**config.mk**
```make
export PLATFORM = sky130hd
export DESIGN_NAME = i2c_master_phase_generator_unit_flat
export DESIGN_NICKNAME = d
export VERILOG_FILES = /design/src/hdl/i2cmpg_pkg.sv /design/src/hdl/i2cmpg_if.sv /design/src/hdl/i2c_master_phase_generator_unit.sv /design/src/flat_wrapper.sv
export SDC_FILE = /design/constraint.sdc
export NUM_CORES = 1
export LEC_CHECK = 0
export BUFFER_PORTS_ARGS = -buffer_cell sky130_fd_sc_hd__buf_4
export CAP_MARGIN = 5
export CORE_UTILIZATION = 47
export DETAILED_ROUTE_END_ITERATION = 8
export GPL_ROUTABILITY_DRIVEN = 0
export PLACE_DENSITY_LB_ADDON = 0.12
export SETUP_SLACK_MARGIN = 0.3
export SYNTH_ARGS = -nofsm -noshare
export SYNTH_HDL_FRONTEND = slang
export SYNTH_SLANG_ARGS = --single-unit
```
**constraint.sdc**
```tcl
create_clock -name clk -period 2.3 [get_ports clk]
set_input_delay 0.345 -clock clk [delete_from_list [all_inputs] [get_ports clk]]
set_output_delay 0.345 -clock clk [all_outputs]
set_load 0.02 [all_outputs]
```
**src/hdl/i2cmpg_pkg.sv**
```systemverilog
// ----------------------------------------------------------------------------
// i2cmpg_pkg: shared types and constants of the I2C master phase generator
// Command codes, field widths and the phase indexes that end each command.
// ----------------------------------------------------------------------------
package i2cmpg_pkg;

  localparam int OP_W    = 3;
  localparam int BYTE_W  = 8;
  localparam int LINE_W  = BYTE_W + 1;
  localparam int PHASE_W = 5;

  typedef enum logic [OP_W-1:0] {
    OP_START    = 3'd0,
    OP_STOP     = 3'd1,
    OP_WRITE    = 3'd2,
    OP_READ     = 3'd3,
    OP_SEND_ACK = 3'd4,
    OP_READ_ACK = 3'd5
  } op_t;

  typedef logic [PHASE_W-1:0] phase_idx_t;

  localparam phase_idx_t IDX_FIRST      = 5'd0;
  localparam phase_idx_t IDX_PAIR_LAST  = 5'd1;
  localparam phase_idx_t IDX_START_LAST = 5'd2;
  localparam phase_idx_t IDX_READ_LAST  = 5'd15;
  localparam phase_idx_t IDX_ACK_HIGH   = 5'd16;
  localparam phase_idx_t IDX_WRITE_LAST = 5'd17;

endpackage

```
**src/hdl/i2cmpg_if.sv**
```systemverilog
// ----------------------------------------------------------------------------
// i2cmpg_if: command and phase channels of the I2C master phase generator
// Valid/ready channels; a word moves when valid and ready are both high.
// ----------------------------------------------------------------------------
interface i2cmpg_cmd_if;
  logic                             valid;
  logic                             ready;
  logic [i2cmpg_pkg::OP_W-1:0]      op;
  logic [i2cmpg_pkg::BYTE_W-1:0]    tx_byte;
  logic                             ack_bit;
  logic [i2cmpg_pkg::LINE_W-1:0]    line_bits;

  modport source (output valid, output op, output tx_byte, output ack_bit,
                  output line_bits, input ready);
  modport sink   (input valid, input op, input tx_byte, input ack_bit,
                  input line_bits, output ready);
endinterface

interface i2cmpg_phase_if;
  logic                             valid;
  logic                             ready;
  logic                             scl;
  logic                             sda_out;
  logic [i2cmpg_pkg::BYTE_W-1:0]    rx_byte;
  logic                             ack_in;
  logic                             last;

  modport source (output valid, output scl, output sda_out, output rx_byte,
                  output ack_in, output last, input ready);
  modport sink   (input valid, input scl, input sda_out, input rx_byte,
                  input ack_in, input last, output ready);
endinterface

```
**src/hdl/i2c_master_phase_generator_unit.sv**
```systemverilog
// ----------------------------------------------------------------------------
// i2c_master_phase_generator_unit: I2C master command to bus phase sequencer
//
// Usage: each word on the cmd channel is one bus command (start, stop, write
// byte, read byte, send ack, read ack). It expands into the phases the command
// needs, one word per phase on the phase channel, each giving the SCL level
// and SDA drive held for one half-period. The word with last set closes the
// command. rx_byte carries the read byte on the last phase of read byte and
// ack_in the sampled acknowledge on the last phase of write byte and read ack.
// Unused command codes are taken and produce no phase.
// A taken command is latched into the command holder; its phases then pass
// through the output register, one phase per cycle while the receiver does not
// stall. A command has 2, 3, 16 or 18 phases. The next command is taken in the
// cycle its predecessor's last phase enters the output register, so phases of
// consecutive commands follow without a gap.
// Reset clears the busy flag, the phase index and the output valid flag; no
// phase is pending afterwards. A stalled receiver freezes the phase counter
// and the output register; cmd.ready stays low until the last phase can move.
// ----------------------------------------------------------------------------
module i2c_master_phase_generator_unit (
  input  logic                  clk,
  input  logic                  rst,
  i2cmpg_cmd_if.sink            cmd,
  i2cmpg_phase_if.source        phase
);
  import i2cmpg_pkg::*;

  op_t                op_q;
  logic [BYTE_W-1:0]  tx_q;
  logic               ab_q;
  logic [LINE_W-1:0]  lines_q;
  logic               busy;
  phase_idx_t         idx;

  logic               out_valid;
  logic               scl_q;
  logic               sda_q;
  logic [BYTE_W-1:0]  rx_q;
  logic               ack_q;
  logic               last_q;

  logic               ph_scl;
  logic               ph_sda;
  logic [BYTE_W-1:0]  ph_rx;
  logic               ph_ack;
  logic               ph_last;
  logic [BYTE_W-1:0]  tx_sh;

  logic               adv;
  logic               step;
  logic               take;
  logic               cmd_known;

  // phase decode
  always_comb begin
    tx_sh   = tx_q << idx[3:1];
    ph_scl  = ~idx[0];
    ph_sda  = 1'b1;
    ph_rx   = '0;
    ph_ack  = 1'b0;
    ph_last = 1'b0;
    case (op_q)
      OP_START: begin
        ph_scl  = (idx != IDX_START_LAST);
        ph_sda  = (idx == IDX_FIRST);
        ph_last = (idx == IDX_START_LAST);
      end
      OP_STOP: begin
        ph_scl  = 1'b1;
        ph_sda  = idx[0];
        ph_last = (idx == IDX_PAIR_LAST);
      end
      OP_WRITE: begin
        ph_sda  = (idx < IDX_ACK_HIGH) ? tx_sh[BYTE_W-1] : 1'b1;
        ph_last = (idx == IDX_WRITE_LAST);
        ph_ack  = ph_last & lines_q[0];
      end
      OP_READ: begin
        ph_last = (idx == IDX_READ_LAST);
        ph_rx   = ph_last ? lines_q[LINE_W-1:1] : '0;
      end
      OP_SEND_ACK: begin
        ph_sda  = ab_q;
        ph_last = (idx == IDX_PAIR_LAST);
      end
      OP_READ_ACK: begin
        ph_last = (idx == IDX_PAIR_LAST);
        ph_ack  = ph_last & lines_q[0];
      end
      default: begin
        ph_last = 1'b1;
      end
    endcase
  end

  always_comb begin
    cmd_known = cmd.op inside {[OP_START:OP_READ_ACK]};
    adv       = ~out_valid | phase.ready;
    step      = busy & adv;
    cmd.ready = ~busy | (adv & ph_last);
    take      = cmd.valid & cmd.ready;
  end

  always_ff @(posedge clk) begin
    if (rst) begin
      busy      <= 1'b0;
      idx       <= IDX_FIRST;
      out_valid <= 1'b0;
    end else begin
      if (adv) begin
        out_valid <= busy;
      end
      if (take) begin
        busy <= cmd_known;
        idx  <= IDX_FIRST;
      end else if (step) begin
        if (ph_last) begin
          busy <= 1'b0;
        end
        idx <= idx + 1'b1;
      end
    end
  end

  // command holder and output word
  always_ff @(posedge clk) begin
    if (take) begin
      op_q    <= op_t'(cmd.op);
      tx_q    <= cmd.tx_byte;
      ab_q    <= cmd.ack_bit;
      lines_q <= cmd.line_bits;
    end
    if (step) begin
      scl_q  <= ph_scl;
      sda_q  <= ph_sda;
      rx_q   <= ph_rx;
      ack_q  <= ph_ack;
      last_q <= ph_last;
    end
  end

  assign phase.valid   = out_valid;
  assign phase.scl     = scl_q;
  assign phase.sda_out = sda_q;
  assign phase.rx_byte = rx_q;
  assign phase.ack_in  = ack_q;
  assign phase.last    = last_q;

  a_idx_range: assert property (@(posedge clk) disable iff (rst)
    busy |-> idx <= IDX_WRITE_LAST)
    else $error("phase index beyond longest command");

  a_take_busy: assert property (@(posedge clk) disable iff (rst)
    (take && cmd_known) |=> busy && idx == IDX_FIRST)
    else $error("known command not started");

  a_idle_ready: assert property (@(posedge clk) disable iff (rst)
    !busy |-> cmd.ready)
    else $error("idle sequencer refuses command");

  a_rx_last: assert property (@(posedge clk) disable iff (rst)
    (out_valid && (rx_q != '0 || ack_q)) |-> last_q)
    else $error("read data or ack outside last phase");

  a_step_out: assert property (@(posedge clk) disable iff (rst)
    step |=> out_valid)
    else $error("phase produced but not presented");

endmodule

```
**src/flat_wrapper.sv**
```systemverilog
// flat-port wrapper written by rule: the top's interface ports become plain ports
module i2c_master_phase_generator_unit_flat import i2cmpg_pkg::*;
  (clk, rst, cmd_valid, cmd_op, cmd_tx_byte, cmd_ack_bit, cmd_line_bits, cmd_ready, phase_valid, phase_scl, phase_sda_out, phase_rx_byte, phase_ack_in, phase_last, phase_ready);
  i2cmpg_cmd_if cmd_i ();
  i2cmpg_phase_if phase_i ();
  input  logic clk;
  input  logic rst;
  input wire logic [$bits(cmd_i.valid)-1:0] cmd_valid;
  input wire logic [$bits(cmd_i.op)-1:0] cmd_op;
  input wire logic [$bits(cmd_i.tx_byte)-1:0] cmd_tx_byte;
  input wire logic [$bits(cmd_i.ack_bit)-1:0] cmd_ack_bit;
  input wire logic [$bits(cmd_i.line_bits)-1:0] cmd_line_bits;
  output wire logic [$bits(cmd_i.ready)-1:0] cmd_ready;
  output wire logic [$bits(phase_i.valid)-1:0] phase_valid;
  output wire logic [$bits(phase_i.scl)-1:0] phase_scl;
  output wire logic [$bits(phase_i.sda_out)-1:0] phase_sda_out;
  output wire logic [$bits(phase_i.rx_byte)-1:0] phase_rx_byte;
  output wire logic [$bits(phase_i.ack_in)-1:0] phase_ack_in;
  output wire logic [$bits(phase_i.last)-1:0] phase_last;
  input wire logic [$bits(phase_i.ready)-1:0] phase_ready;
  assign cmd_i.valid = cmd_valid;
  assign cmd_i.op = cmd_op;
  assign cmd_i.tx_byte = cmd_tx_byte;
  assign cmd_i.ack_bit = cmd_ack_bit;
  assign cmd_i.line_bits = cmd_line_bits;
  assign cmd_ready = cmd_i.ready;
  assign phase_valid = phase_i.valid;
  assign phase_scl = phase_i.scl;
  assign phase_sda_out = phase_i.sda_out;
  assign phase_rx_byte = phase_i.rx_byte;
  assign phase_ack_in = phase_i.ack_in;
  assign phase_last = phase_i.last;
  assign phase_i.ready = phase_ready;
  i2c_master_phase_generator_unit u_core (.clk(clk), .rst(rst), .cmd(cmd_i), .phase(phase_i));
endmodule
```
==> results_dict.tcl <==
set metrics [dict create \
    status "finished with violations" \
    violations "setup timing" \
    core_area_um2 3337 \
    synthCells 114 \
    die_w_um 61.15 \
    clockBufferDepth 2 \
    syn_area_um2 1644 \
    finalCritPeriodShare_pct 101.8 \
    antenna_violating_nets_post_route 0 \
    cap_violations 0 \
    rsz0062_at_grt "yes" \
    finalHoldViolCount 0 \
    root_buffer "clkbuf_4" \
    die_h_um 61.15 \
    crit_path_max_fanout 2 \
    synth-seq-area-share_pct 68.80 \
    power_density_nw_per_um2 607.2 \
    yosysWarnings 0 \
    grt-ovfl-total 0 \
    synth_nets 144 \
    initial_core_util_pct 49.27 \
    power_uw 1340 \
    wl_mm 2.861 \
    cts.sinks 40 \
    hold_class "in -> reg" \
    slew_viol_final 0 \
    drt_first_pass_iters 4 \
    cts.clk_slew.worst_paths_ps 120 \
    antenna_found_initial 0 \
    vdd_drop_max_mv 0.4758 \
    cts_made_buffers 5 \
    cts_hold_buf 0 \
    cp-start-kind "flop" \
    grt_pass1_wl_mm 4.305 \
    slew_headroom_pct 73.66 \
    nNetsFinal 196 \
    grtUsageTotal_pct 16.61 \
    avgSynthCellArea_um2 14.42 \
    period_minus_slack_ps 2341 \
    fin_skew_ps 13.96 \
    grt_pass1_vias 946 \
    cp.arrival_ps 2000 \
    setup_violations 1 \
    worstMarginPinSlew_ps 391.9 \
    final_layout_size_suffix_gt1_share_pct 43.37 \
    final_cell_mix "42 x buf_4, 33 x edfxtp_1, 9 x nor2_1, 9 x and2_1, 8 x nand2_1" \
    rows 21 \
    nFillCells 247 \
    hpwlAfterDp_mm 1.963 \
    post_drt_wl_per_cell_um 13.50 \
    diodes 0 \
    power_leakage_uw 0.0008436 \
    synth_seq_cells 40 \
    grt_max_degree 13 \
    die_area_um2 3739 \
    area_growth_pct 34.25 \
    critPathKind "reg -> out" \
    io_pins 39 \
    port_buffers 38 \
    drc 0 \
    max_freq_mhz 427.1 \
    via_per_inst 5.085 \
    drtIter0Drc 48 \
    clock_latency_ps 340 \
    final_util_pct 66.14 \
    end_kind "output pin" \
    yosys.cell_types.count 29 \
    cts_tree "yes" \
    htreeDepth 2 \
    fin_ws_ps -41.33 \
    num_vias 1078 \
    cp.required_ps 1960 \
    final_common_cell "buf_4" \
]
==> where the power goes <==
part	switching, uW	internal [uW]	total [uW]
Combinational	85.6	86.3	172
Sequential	16.4	827	844
Clock	213	111	325
Total	315	1030	1340
==> Yosys cell counts <==
| cell type | instances | area, um^2 |
|---|---|---|
| o21ai_2 | 1 | 8.760 |
| a21oi_1 | 5 | 25.02 |
| buf_2 | 1 | 5.000 |
| a32oi_1 | 1 | 8.760 |
| nand2_1 | 8 | 30.03 |
| clkbuf_1 | 1 | 3.750 |
| nand4_1 | 1 | 6.260 |
| nand3_1 | 2 | 10.01 |
| inv_1 | 5 | 18.77 |
| a211oi_1 | 5 | 37.54 |
| mux2i_1 | 2 | 20.02 |
| nand2b_1 | 1 | 6.260 |
| a21o_4 | 1 | 15.01 |
| a31oi_1 | 3 | 18.77 |
| and4b_2 | 1 | 11.26 |
| edfxtp_1 | 33 | 991.0 |
| nor2_1 | 9 | 33.78 |
| buf_4 | 1 | 7.510 |
| and3_1 | 1 | 6.260 |
| ha_1 | 5 | 62.56 |
| a211o_1 | 1 | 8.760 |
| nor4_2 | 1 | 12.51 |
| dfxtp_1 | 7 | 140.1 |
| mux4_1 | 2 | 52.55 |
| xor2_1 | 2 | 17.52 |
| nor3_1 | 2 | 10.01 |
| o21ai_0 | 1 | 5.000 |
| and2_1 | 10 | 62.56 |
| a21o_2 | 1 | 8.760 |
==> cell families (layout without fill, tap and decap cells) <==
family | Yosys count | after routing | synth area share, %
mux | 4 | 4 | 4.414
simple gates | 36 | 39 | 11.49
fa+ha+maj | 5 | 5 | 3.805
xor+xnor | 2 | 2 | 1.066
buf+inv | 8 | 57 | 2.131
compound gates | 19 | 19 | 8.295
flops | 40 | 40 | 68.80
==> layer usage <==
| layer | GRT usage, % | wire [um] |
|---|---|---|
| met4 | 7.143 | 27 |
| met5 | 0 | 0 |
| met2 | 27.02 | 1541 |
| met3 | 5.462 | 146 |
| met1 | 20.30 | 1146 |
==> registers in the layout, summed over array words and instances (netlist names) <==
name / count
u_core.phase.sda_out: 1
u_core.phase.valid: 1
u_core.idx: 5
u_core.tx_q: 8
u_core.lines_q: 9
u_core.phase.scl: 1
u_core.ab_q: 1
u_core.phase.rx_byte: 8
u_core.phase.last: 1
u_core.op_q: 3
u_core.phase.ack_in: 1
u_core.busy: 1
==> worst max-delay path, stage by stage, from the launching register on <==
cell and delay (ps):
dfxtp_4 370, ha_4 160, and3_4 180, ha_4 150, a21o_2 190, a32oi_2 170, o21ai_2 100, a21o_4 210
buf_6 120
==> layout make-up <==
class                   instances  area, um^2  share of cell area [%]
inverters                       5       18.77                  0.8503
well taps                      46       57.56                   2.608
repair buffers                 45       366.6                   16.61
clock buffers                   5       37.54                   1.701
flip-flops and latches         40        1139                   51.59
multi-input cells              69       575.6                   26.08
clock inverters                 2       12.51                  0.5669
==> worst paths after layout <==
path                                                   from                               endpoint  slack [ps]  cells past startpoint
worst min-delay path                       cmd_line_bits[3]            u_core.lines_q[3]$_DFFE_PP_         180                      1
worst max-delay path             u_core.idx[1]$_SDFFE_PP0P_                              cmd_ready         -40                      8
worst min register to register  u_core.lines_q[8]$_DFFE_PP_  u_core.phase.rx_byte[7]$_SDFFCE_PN0P_         530                      1
worst max register to register   u_core.idx[1]$_SDFFE_PP0P_            u_core.lines_q[4]$_DFFE_PP_          80                     10
==> repair_timing <==
item / 4_1_cts / 5_1_grt
endpoints found under the setup margin: 22 / 26
gates resized for setup: 8 / 6
gates cloned: 3 / 1
pin swaps: 2 / 5
setup buffers: 3 / 2
==> through the flow <==
step | instance area [um^2] | worst slack, ps | hold slack [ps] | TNS [ps] | instances
global placement | 2016 | 258.7 | 501.5 | 0 | 196
global route | 2207 | -88.94 | 153.7 | -88.94 | 212
floorplan | 1682 | 301.5 | 404.4 | 0 | 114
finish | 2207 | -41.33 | 176.4 | -41.33 | 212
detailed placement | 2016 | 242.7 | 501.4 | 0 | 196
CTS | 2136 | -52.23 | 162.6 | -52.23 | 209
No activity file was read; power rests on OpenSTA's default activity.
